## config.mk

```make
export PLATFORM = sky130hd
export DESIGN_NAME = bounded_channel_with_waiters_unit
export DESIGN_NICKNAME = d
export VERILOG_FILES = /design/src/rtl/core/bcw_pkg.sv /design/src/rtl/core/bounded_channel_with_waiters_unit.sv /design/src/rtl/core/bcw_front.sv /design/src/rtl/core/bcw_back.sv
export VERILOG_INCLUDE_DIRS = /design/src /design/src/rtl/core
export SDC_FILE = /design/constraint.sdc
export NUM_CORES = 2
export LEC_CHECK = 0
export ABC_AREA = 1
export BUFFER_PORTS_ARGS = -buffer_cell sky130_fd_sc_hd__buf_2
export CAP_MARGIN = 20
export CORE_MARGIN = 2
export CORE_UTILIZATION = 45
export CTS_CLUSTER_DIAMETER = 150
export DETAILED_ROUTE_END_ITERATION = 12
export GPL_ROUTABILITY_DRIVEN = 0
export MAX_ROUTING_LAYER = met4
export PLACE_DENSITY = 0.72
export RECOVER_POWER = 50
export SYNTH_ARGS = -nofsm -noshare
export SYNTH_HDL_FRONTEND = slang
export SYNTH_HIERARCHICAL = 1
export SYNTH_SLANG_ARGS = --single-unit
```

## constraint.sdc

```tcl
create_clock -name clk -period 10.8 [get_ports clk]
set_input_delay 2.16 -clock clk [delete_from_list [all_inputs] [get_ports clk]]
set_output_delay 2.16 -clock clk [all_outputs]
set_load 0.02 [all_outputs]
```

## src/rtl/core/bounded_channel_with_waiters_unit_macros.svh

```systemverilog
// assertion macros for the channel unit
`ifndef BOUNDED_CHANNEL_WITH_WAITERS_UNIT_MACROS_SVH
`define BOUNDED_CHANNEL_WITH_WAITERS_UNIT_MACROS_SVH
// implication checked every clock outside reset
`define BCW_ASSERT_IMP(label, clk, rst, a, c) \
  label: assert property (@(posedge clk) disable iff (rst) (a) |-> (c)) \
    else $error("assertion failed");
// next-cycle implication
`define BCW_ASSERT_NXT(label, clk, rst, a, c) \
  label: assert property (@(posedge clk) disable iff (rst) (a) |=> (c)) \
    else $error("assertion failed");
`endif

```

## src/rtl/core/bcw_pkg.sv

```systemverilog
package bcw_pkg;
  localparam int MsgDepth = 16;
  localparam int WaiterDepth = 8;
  localparam int MsgAw = $clog2(MsgDepth);
  localparam int WaitAw = $clog2(WaiterDepth);
  localparam int QDepth = 2;

  typedef enum logic [2:0] {
    OP_SEND = 3'd0, OP_RECV = 3'd1, OP_PARK_S = 3'd2, OP_PARK_R = 3'd3, OP_CLOSE = 3'd4
  } op_t;

  typedef struct packed {
    logic [2:0]  op;
    logic [63:0] message;
    logic [23:0] tag;
  } cmd_t;

  typedef struct packed {
    logic        ok;
    logic [63:0] message_out;
    logic        wake_valid;
    logic [7:0]  wake_vm;
    logic [15:0] wake_handle;
    logic        wake_has_value;
    logic [63:0] wake_value;
    logic        closed_flag;
    logic        overflow;
  } res_t;

  typedef enum logic [0:0] {BS_IDLE = 1'b0, BS_FULL = 1'b1} bs_t;
endpackage

```

## src/rtl/core/bounded_channel_with_waiters_unit.sv

```systemverilog
// channel   dir  handshake              payload
// s_axis    in   s_tvalid / s_tready    operation, message, waiter_vm, waiter_handle
// m_axis    out  m_tvalid / m_tready    ok .. overflow (see m_tdata)
// apb       in   psel/penable/pready    capacity at address 0
//
// one operation per cycle sustained while m_tready holds; an operation passes from
// input transfer to result through the front queue, then the back result register
// reset is synchronous, rst high clears pointers, counts, closed and queue
// a stalled result register holds the back; the two-entry front queue keeps
// accepting until full
`include "bounded_channel_with_waiters_unit_macros.svh"
module bounded_channel_with_waiters_unit (
  input  logic         clk,
  input  logic         rst,
  input  logic         s_tvalid,
  output logic         s_tready,
  // operation[2:0], message[66:3], waiter_vm[74:67], waiter_handle[90:75], zero fill
  input  logic [95:0]  s_tdata,
  output logic         m_tvalid,
  input  logic         m_tready,
  // ok[0], message_out[64:1], wake_valid[65], wake_vm[73:66], wake_handle[89:74],
  // wake_has_value[90], wake_value[154:91], closed_flag[155], overflow[156], zero fill
  output logic [159:0] m_tdata,
  input  logic         psel,
  input  logic         penable,
  input  logic         pwrite,
  input  logic [2:0]   paddr,
  input  logic [31:0]  pwdata,
  output logic [31:0]  prdata,
  output logic         pready
);
  import bcw_pkg::*;
  localparam logic [2:0] AddrCapacity = 3'd0;

  logic [4:0] capacity;
  logic q_valid, q_ready;
  cmd_t q_cmd;
  res_t res;

  assign pready = 1'b1;
  assign prdata = (paddr == AddrCapacity) ? {27'd0, capacity} : 32'd0;

  // capacity register, to be written only while idle; the block does not enforce this
  always_ff @(posedge clk) begin
    if (rst) capacity <= '0;
    else if (psel && penable && pwrite && paddr == AddrCapacity) capacity <= pwdata[4:0];
  end

  // front: accepts and queues operations
  bcw_front u_front (
    .clk, .rst, .s_tvalid, .s_tready, .s_tdata,
    .q_valid, .q_ready, .q_cmd
  );

  // back: channel state, buffer and waiter fifos
  bcw_back u_back (
    .clk, .rst, .capacity, .q_valid, .q_ready, .q_cmd,
    .m_tvalid, .m_tready, .m_res(res)
  );

  assign m_tdata = {3'd0, res.overflow, res.closed_flag, res.wake_value, res.wake_has_value,
                    res.wake_handle, res.wake_vm, res.wake_valid, res.message_out, res.ok};

  `BCW_ASSERT_IMP(a_wake_value_only_with_flag, clk, rst,
    m_tvalid && !m_tdata[90], m_tdata[154:91] == 64'd0)
  `BCW_ASSERT_NXT(a_stalled_result_holds, clk, rst,
    m_tvalid && !m_tready, m_tvalid && $stable(m_tdata))
  `BCW_ASSERT_IMP(a_overflow_not_ok, clk, rst, m_tvalid && m_tdata[156], !m_tdata[0])
endmodule

```

## src/rtl/core/bcw_front.sv

```systemverilog
module bcw_front (
  input  logic            clk,
  input  logic            rst,
  input  logic            s_tvalid,
  output logic            s_tready,
  input  logic [95:0]     s_tdata,
  output logic            q_valid,
  input  logic            q_ready,
  output bcw_pkg::cmd_t   q_cmd
);
  import bcw_pkg::*;
  localparam int Qw = $clog2(QDepth);
  cmd_t        qmem [QDepth];
  logic [Qw-1:0] wp, rp;
  logic [Qw:0] cnt;
  logic        push, pop;
  cmd_t        c;

  // decode the packed input into a command
  always_comb begin
    c.op = s_tdata[2:0];
    c.message = s_tdata[66:3];
    c.tag = {s_tdata[74:67], s_tdata[90:75]};
  end

  assign s_tready = (cnt != (Qw+1)'(QDepth));
  assign push = s_tvalid && s_tready;
  assign q_valid = (cnt != '0);
  assign pop = q_valid && q_ready;
  assign q_cmd = qmem[rp];

  always_ff @(posedge clk) begin
    if (push) qmem[wp] <= c;
    if (rst) begin
      wp <= '0; rp <= '0; cnt <= '0;
    end else begin
      if (push) wp <= wp + 1'b1;
      if (pop) rp <= rp + 1'b1;
      cnt <= cnt + (Qw+1)'(push) - (Qw+1)'(pop);
    end
  end
endmodule

```

## src/rtl/core/bcw_back.sv

```systemverilog
module bcw_back (
  input  logic           clk,
  input  logic           rst,
  input  logic [4:0]     capacity,
  input  logic           q_valid,
  output logic           q_ready,
  input  bcw_pkg::cmd_t  q_cmd,
  output logic           m_tvalid,
  input  logic           m_tready,
  output bcw_pkg::res_t  m_res
);
  import bcw_pkg::*;
  logic [63:0] slots [MsgDepth];
  logic [23:0] stags [WaiterDepth];
  logic [63:0] svals [WaiterDepth];
  logic [23:0] rtags [WaiterDepth];
  logic [MsgAw-1:0] rdp, wrp;
  logic [MsgAw:0] scnt;
  logic closed;
  logic [WaitAw-1:0] sh, st, rh, rt;
  logic [WaitAw:0] sc, rc;
  bs_t state;

  logic [MsgAw:0] cap;
  logic go;
  res_t r;
  logic do_wr, do_rd, s_pop, s_push, r_pop, r_push;
  logic [63:0] wr_data;

  function automatic logic [MsgAw-1:0] rnext(logic [MsgAw-1:0] p, logic [MsgAw:0] cp);
    logic [MsgAw:0] n;
    n = {1'b0, p} + 1'b1;
    return (n >= cp) ? '0 : n[MsgAw-1:0];
  endfunction
  function automatic logic [WaitAw-1:0] wnext(logic [WaitAw-1:0] p);
    logic [WaitAw:0] n;
    n = {1'b0, p} + 1'b1;
    return (n >= (WaitAw+1)'(WaiterDepth)) ? '0 : n[WaitAw-1:0];
  endfunction

  assign cap = (capacity > 5'(MsgDepth)) ? (MsgAw+1)'(MsgDepth) : (MsgAw+1)'(capacity);
  assign q_ready = (state == BS_IDLE) || m_tready;
  assign go = q_valid && q_ready;
  assign m_tvalid = (state == BS_FULL);

  always_comb begin
    r = '0;
    do_wr = 1'b0; do_rd = 1'b0; s_pop = 1'b0; s_push = 1'b0;
    r_pop = 1'b0; r_push = 1'b0; wr_data = q_cmd.message;
    case (q_cmd.op)
      OP_SEND: if (!closed) begin
        if (rc != '0) begin
          r_pop = 1'b1; r.ok = 1'b1; r.wake_valid = 1'b1;
          {r.wake_vm, r.wake_handle} = rtags[rh];
          r.wake_has_value = 1'b1; r.wake_value = q_cmd.message;
        end else if (cap != '0 && scnt < cap) begin
          do_wr = 1'b1; r.ok = 1'b1;
        end
      end
      OP_RECV: begin
        if (scnt != '0) begin
          do_rd = 1'b1; r.ok = 1'b1; r.message_out = slots[rdp];
          if (cap != '0 && sc != '0) begin
            s_pop = 1'b1; do_wr = 1'b1; wr_data = svals[sh];
            r.wake_valid = 1'b1; {r.wake_vm, r.wake_handle} = stags[sh];
          end
        end else if (sc != '0) begin
          s_pop = 1'b1; r.ok = 1'b1; r.message_out = svals[sh];
          r.wake_valid = 1'b1; {r.wake_vm, r.wake_handle} = stags[sh];
        end
      end
      OP_PARK_S: if (sc == (WaitAw+1)'(WaiterDepth)) r.overflow = 1'b1; else s_push = 1'b1;
      OP_PARK_R: if (rc == (WaitAw+1)'(WaiterDepth)) r.overflow = 1'b1; else r_push = 1'b1;
      default: ;
    endcase
    r.closed_flag = closed || (q_cmd.op == OP_CLOSE);
  end

  always_ff @(posedge clk) begin
    if (go) begin
      m_res <= r;
      if (do_wr) slots[wrp] <= wr_data;
      if (s_push) begin stags[st] <= q_cmd.tag; svals[st] <= q_cmd.message; end
      if (r_push) rtags[rt] <= q_cmd.tag;
    end
    if (rst) begin
      state <= BS_IDLE; rdp <= '0; wrp <= '0; scnt <= '0; closed <= 1'b0;
      sh <= '0; st <= '0; sc <= '0; rh <= '0; rt <= '0; rc <= '0;
    end else begin
      if (go) state <= BS_FULL;
      else if (m_tready) state <= BS_IDLE;
      if (go) begin
        if (q_cmd.op == OP_CLOSE) closed <= 1'b1;
        if (do_rd) rdp <= rnext(rdp, cap);
        if (do_wr) wrp <= rnext(wrp, cap);
        scnt <= scnt + (MsgAw+1)'(do_wr) - (MsgAw+1)'(do_rd);
        if (s_pop) sh <= wnext(sh);
        if (s_push) st <= wnext(st);
        sc <= sc + (WaitAw+1)'(s_push) - (WaitAw+1)'(s_pop);
        if (r_pop) rh <= wnext(rh);
        if (r_push) rt <= wnext(rt);
        rc <= rc + (WaitAw+1)'(r_push) - (WaitAw+1)'(r_pop);
      end
    end
  end
endmodule

```

==> After elaboration in Yosys (flattened, before gate mapping) <==
Memory sizes are Yosys's and may differ from the RTL's. A register that Yosys moved wholly into a read port is not among the register bits.
Index checks and enable logic that the tools add are counted.
{ "totals": {"reg_bits": 201, "ramBits": 2102, "memories": 5} }
{ "mem_list": {"columns": ["name", "depth", "word_bits", "rd", "rd_clocked_by_memory_dff", "wr", "line", "rtl"], "rows": [
  ["u_back.slots", 16, 64, 1, 1, 1, "bcw_back.sv:13", "logic [63:0] slots [MsgDepth];"],
  ["u_back.svals", 8, 64, 1, 1, 1, "bcw_back.sv:15", "logic [63:0] svals [WaiterDepth];"],
  ["u_back.rtags", 8, 24, 1, 1, 1, "bcw_back.sv:16", "logic [23:0] rtags [WaiterDepth];"],
  ["u_back.stags", 8, 24, 1, 1, 1, "bcw_back.sv:14", "logic [23:0] stags [WaiterDepth];"],
  ["u_front.qmem", 2, 91, 1, 1, 1, "bcw_front.sv:13", "cmd_t qmem [QDepth];"]
]} }
{ "classes": {"addsub": 16, "n_lt_le_gt_ge": 8, "n_eq_ne": 7, "muxes": 64, "bitwise_logic": 3, "reduce_logical": 26} }
{ "ops": {"columns": ["op", "n"], "rows": [
  ["2-to-1 mux 90 bit", 4],
  ["2-to-1 mux 64 bit", 3],
  ["case mux 25 bit (2 select lines)", 1],
  ["2-to-1 mux 1 bit", 36],
  ["2-to-1 mux 3 bit", 10],
  ["2-to-1 mux 25 bit", 1],
  ["adder 3 x 1 -> 4 bit (second input constant)", 4],
  ["greater-or-equal comparator 4 bit (second input constant)", 4],
  ["2-to-1 mux 4 bit", 4],
  ["AND reduction 2 bit", 7],
  ["adder 4 x 1 -> 5 bit (second input constant)", 2],
  ["greater-or-equal comparator 5 bit", 2],
  ["2-to-1 mux 5 bit", 2],
  ["nonzero test 5 bit", 2],
  ["adder 4 x 1 -> 4 bit", 2],
  ["equality test 4 bit (second input constant)", 2],
  ["nonzero test 4 bit", 2],
  ["subtractor 4 x 1 -> 4 bit", 2],
  ["logical AND 1 bit", 7],
  ["equality test 3 x 2 -> 1 bit (second input constant)", 2],
  ["logical NOT 3 bit", 2],
  ["case mux 1 bit (2 select lines)", 3],
  ["adder 5 x 1 -> 5 bit", 1],
  ["> comparator 5 bit (second input constant)", 1],
  ["13 further kinds", 18]
]} }

==> Logic depth before layout (Yosys ltp) <==
{ "depth": {"ltp_word": 11, "mapped_depth": 25} }

==> By module <==
The synthesis kept the hierarchy.
{ "by_module_without_submodules": {"columns": ["module", "n_inst", "cells_each", "area_per_inst_um2"], "rows": [
  ["bcw_back", 1, 6332, 83746.6],
  ["bcw_front", 1, 319, 7257.0],
  ["bounded_channel_with_waiters_unit", 1, 83, 529.3]
]} }

==> Least setup slack after synthesis <==
Ideal clock, no wire load.
{ "synth_path": {"path_kind": "input -> register", "startpoint": "in m_tready", "endpoint": "mem u_back.stags[2][0] (enable)", "setup_ns": 0.643, "t_arrival_ns": 8.869, "setup_slack_ns": 1.288, "stages": 7, "cell_sequence": "inv_1 -> nand2_1 -> nand2_1 -> nor2_1 -> inv_1 -> or2_4 -> nor3_1"} }
{ "synth_via": {"elab_chain_cells": 4} }
{ "synth_rtl": {"columns": ["element", "line", "rtl"], "rows": [
  ["start: declaration", "bounded_channel_with_waiters_unit.sv:20", "input logic m_tready,"],
  ["logical OR 1 bit", "bcw_back.sv:42", "assign q_ready = (state == BS_IDLE) || m_tready;"],
  ["named net q_ready", "bounded_channel_with_waiters_unit.sv:36", "logic q_valid, q_ready;"],
  ["logical AND 1 bit", "bcw_back.sv:43", "assign go = q_valid && q_ready;"],
  ["2-to-1 mux 1 bit", "bcw_back.sv:80", "if (go) begin"],
  ["2-to-1 mux 1 bit (implied by the code)", "bcw_back.sv:83", "if (s_push) begin stags[st] <= q_cmd.tag; svals[st] <= q_cmd.message; end"],
  ["end: declaration", "bcw_back.sv:14", null]
]} }
The timed path passes the listed nets, and every way through them passes these cells.

==> metrics list <==
- Outcome: finished, violations left
* Violated checks: capacitance limit, slew limit
- Setup total negative slack on the finished layout was measured at 0 ns.
* Unique cell type count in the Yosys netlist: 49
* Maximum count of clock buffers along a single path: 3
- Std cell rows: 165
- The initial antenna violation count is 7.
* Seq/Total Area, Yosys: 75.3%
- The multi-input combinational cells in the finished layout cover a total of 19,500 sq um.
- In this run the cell area of the synthesized design comes to 91,500 sq um.
- Share of synthesized flip-flops with an asynchronous set or reset: 0%
* Violation count after the first detailed-routing iteration: 6,668
- The worst path needs 7.52 ns of the cycle, external delays included.
- IR analysis of the VDD net gives a maximum drop of 156 uV.
- Initial Utilization: 45.3%
- Cells with a size suffix above 1 make up 7.34% of the layout.
- Post-synth top area share: 74.1%
* Most used DFF post-synth: sky130_fd_sc_hd__edfxtp_1
- Crit path launch type: flop
- Data arrives at the worst endpoint at 8.09 ns.
- Cells after synthesis: 6,734
- Summing over every cut layer, the via total after detailed routing is 56,400.
- In the routed layout, each cell is associated on average with a via count of 5.76.
- After layout, the worst path uses 69.7% of the clock period.
* TritonCTS buffer count: 210
- Buffers placed on the I/O ports in this run total 269.
- Of all cell types, the one taking the most synthesized area is sky130_fd_sc_hd__edfxtp_1.
- Leaving out fill and tap cells, the most frequent cells in the layout are sky130_fd_sc_hd__edfxtp_1 (2,259), sky130_fd_sc_hd__nor2_1 (1,369), sky130_fd_sc_hd__o21ai_0 (1,086).
- DRC violation count after routing: 0
- Required @ worst endpoint: 11.36 ns
- For this block, the routed nets add up to 227,000 microns of wire.
- GRT Util Overall: 22.0%
- A synthesized cell averages 13.6 sq um.
- DIE AREA: 207,000 sq um
* Worst-skew pair later-pin latency: 0.86 ns
- Derived from the worst setup path, the maximum achievable clock frequency is 133 MHz.
- The cell sitting at the root of the clock tree is a sky130_fd_sc_hd__clkbuf_16.
- Total iterations of the first detailed-routing run: 6
- Post-detailed-placement half-perimeter wirelength: 121,000 microns
- Clock input transition at the sequential cells of the worst setup and hold paths: 0.06 ns
* Pins over their slew limit: 1,097
* Number of inserted filler cells in the final layout: 16,500
- The setup path with the least slack is of type flop to flop.
* Post-CTS Hold Buffers: 0
- Setup violations remaining at the end of the flow were counted as 0.
- Post-CTS setup repair buffer count: 0
* Number of nets in the layout: 7,119
* Clock sink total: 2,314
* IO Count: 333
- For this design the ratio of total power to cell area is 218 nW/um^2.
* Die Width: 455 microns
* Hold slack: 0.482 ns
* Total gr overflow: 0
- Most frequent standard cell in the layout excluding fill and tap cells: sky130_fd_sc_hd__edfxtp_1
- The largest single stage delay on the critical path is 2.78 ns.
- Max-cap violations in this run came to 31.
- Slowest library cell on the worst path: sky130_fd_sc_hd__clkbuf_1
- Entering global routing, the biggest net connects 250 pins.
- CTS-repair resized insts: 0
- CTS tree: done
* Number of cells on the worst hold path: 2
- The first global-routing pass estimated 335,000 microns of wire.
- Area used by sequential logic in the layout: 69,000 sq um
- The number of cells on the worst reg-to-reg path is 7.
- The number of global-route vias before repair is 54,200.
* Number of nets still failing antenna checks after routing: 0
* Ordered list of cells on the worst path: mux2_1 -> nor3_1 -> nand2_2 -> inv_1 -> clkbuf_1 -> nand2_1 -> o21ai_0
- Category of the worst setup path capture point: flop
- Register bit total from synthesis: 2,314
* Maximum clock skew at final layout: 0.0531 ns
- Pleak: 33.1 nW
* Layout overhead on the synthesized area: 10.8%
- Max FO, Critical Path: 45
* Util after Layout: 50.2%
- In this run, synthesis inferred 2,259 flip-flops with an integrated enable.
- Dividing the detail-routed wire length by the instance count gives 23.2 microns.
* Synth top area cells: sky130_fd_sc_hd__edfxtp_1 (74%), sky130_fd_sc_hd__nor2_1 (5.7%), sky130_fd_sc_hd__o21ai_0 (5.6%)
- H-tree level count: 4
- The min-delay analysis places its worst path in the category flop to flop.
* Count of yosys warnings during synthesis: 6
- For the pin with the worst max-slew slack, the measured transition is 4.45 ns.
- Floorplan Core Area: 202,000 sq um
* Final number of hold-violating endpoints: 0
- Max-slew headroom at the worst pin: -197%
* Chip Height: 455 microns
- Unrepaired setup endpoints after global routing: false
==> report_power, final <==
part	internal [mW]	switching [mW]
registers	11.2	0.206
clock network	4.11	3.22
logic	0.710	2.65
total	16.0	6.08
==> final timing paths <==
kind / slack [ns] / to / from
max reg2reg: 3.28 / u_back/m_res[130]$_SDFFCE_PN0P_ / flop
min: 0.48 / flop / u_back/rh[2]$_SDFFE_PP0P_
max: 3.28 / u_back/m_res[130]$_SDFFCE_PN0P_ / flop
min reg2reg: 0.48 / flop / u_back/rh[2]$_SDFFE_PP0P_
==> worst max-delay path: cells and delay by family (launching register included) <==
kind | cells | cell delay (ns)
flip-flops | 1 | 1.36
buffers and inverters | 2 | 3.52
multiplexers | 1 | 0.45
AO/OA/AOI/OAI | 1 | 0.47
AND/OR/NAND/NOR | 3 | 1.39
==> stage by stage <==
| step | instance area, sq um | cells | power (mW) | setup slack [ns] |
|---|---|---|---|---|
| after floorplan | 91600 | 6763 | 13.8 | 1.29 |
| after global placement | 95400 | 9387 | 15.0 | 5.23 |
| after detailed placement | 95400 | 9389 | 15.1 | 5.21 |
| after CTS | 102000 | 9777 | 22.4 | 5.37 |
| after global routing | 101000 | 9788 | 22.9 | 3.06 |
| final | 101000 | 9789 | 22.1 | 3.28 |
==> cells by family after synthesis <==
logic type	Yosys count	share of synthesized area [%]
DFF	2314	75.3
other	2	0.00820
muxes	114	1.74
xor gates and xnor gates	16	0.153
AOI/OAI and AO/OA	1682	10.5
buffers and inverters	621	3.27
adders and majority gates	45	0.640
and+or+nand+nor	1940	8.37
==> layout make-up <==
cell class / instances / area share (%)
Clock buffer: 255 / 5.39
Multi-Input combinational cell: 3828 / 19.2
Inverter: 159 / 0.623
Sequential cell: 2314 / 68.0
Antenna cell: 5 / 0.0123
Tap cell: 2672 / 3.30
Timing Repair Buffer: 423 / 2.16
Clock inverter: 133 / 1.30
==> flip-flops by register name (all words and copies together) (netlist names), 2 cells and up, named ones only <==
signal        count
u_front/qmem    182
capacity          5
u_back/slots   1024
u_back/m_res    157
u_back/scnt       5
u_back/wrp        4
u_back/stags    192
u_back/svals    512
u_back/st         3
u_back/sh         3
u_back/rt         3
u_back/rc         4
u_back/sc         4
u_back/rdp        4
u_back/rh         3
u_front/cnt       2
u_back/rtags    192
==> synth_stat cells (2+ instances only) <==
| library cell | n |
|---|---|
| sky130_fd_sc_hd__edfxtp_1 | 2259 |
| sky130_fd_sc_hd__o21ai_1 | 132 |
| sky130_fd_sc_hd__nor2_2 | 2 |
| sky130_fd_sc_hd__buf_2 | 83 |
| sky130_fd_sc_hd__nor2_1 | 1383 |
| sky130_fd_sc_hd__clkinv_1 | 2 |
| sky130_fd_sc_hd__nor3_1 | 20 |
| sky130_fd_sc_hd__o211ai_1 | 246 |
| sky130_fd_sc_hd__inv_4 | 2 |
| sky130_fd_sc_hd__nand2_1 | 311 |
| sky130_fd_sc_hd__mux2i_1 | 23 |
| sky130_fd_sc_hd__conb_1 | 2 |
| sky130_fd_sc_hd__nand2_4 | 2 |
| sky130_fd_sc_hd__xor2_1 | 13 |
| sky130_fd_sc_hd__o21ai_0 | 1030 |
| sky130_fd_sc_hd__clkbuf_1 | 254 |
| sky130_fd_sc_hd__o22ai_1 | 91 |
| sky130_fd_sc_hd__buf_4 | 61 |
| sky130_fd_sc_hd__ha_1 | 42 |
| sky130_fd_sc_hd__dfxtp_1 | 55 |
| sky130_fd_sc_hd__nand4_1 | 8 |
| sky130_fd_sc_hd__nand3_1 | 201 |
| sky130_fd_sc_hd__a211oi_1 | 2 |
| sky130_fd_sc_hd__inv_1 | 148 |
| sky130_fd_sc_hd__o32ai_1 | 4 |
| sky130_fd_sc_hd__mux2_4 | 90 |
| sky130_fd_sc_hd__fa_1 | 3 |
| sky130_fd_sc_hd__buf_12 | 10 |
| sky130_fd_sc_hd__inv_2 | 6 |
| sky130_fd_sc_hd__a21oi_1 | 58 |
| sky130_fd_sc_hd__buf_6 | 21 |
| sky130_fd_sc_hd__nand2_2 | 6 |
| sky130_fd_sc_hd__xnor2_1 | 3 |
| sky130_fd_sc_hd__buf_1 | 33 |
| sky130_fd_sc_hd__o221ai_1 | 114 |
==> layer usage <==
| metal | part of all wire (%) | GRT usage [%] |
|---|---|---|
| met5 | 0 | - |
| met3 | 8.2 | 3.15 |
| met4 | 4.0 | 8.14 |
| met2 | 49 | 36.3 |
| met1 | 39 | 27.8 |
(Power assumes the default switching activity.)
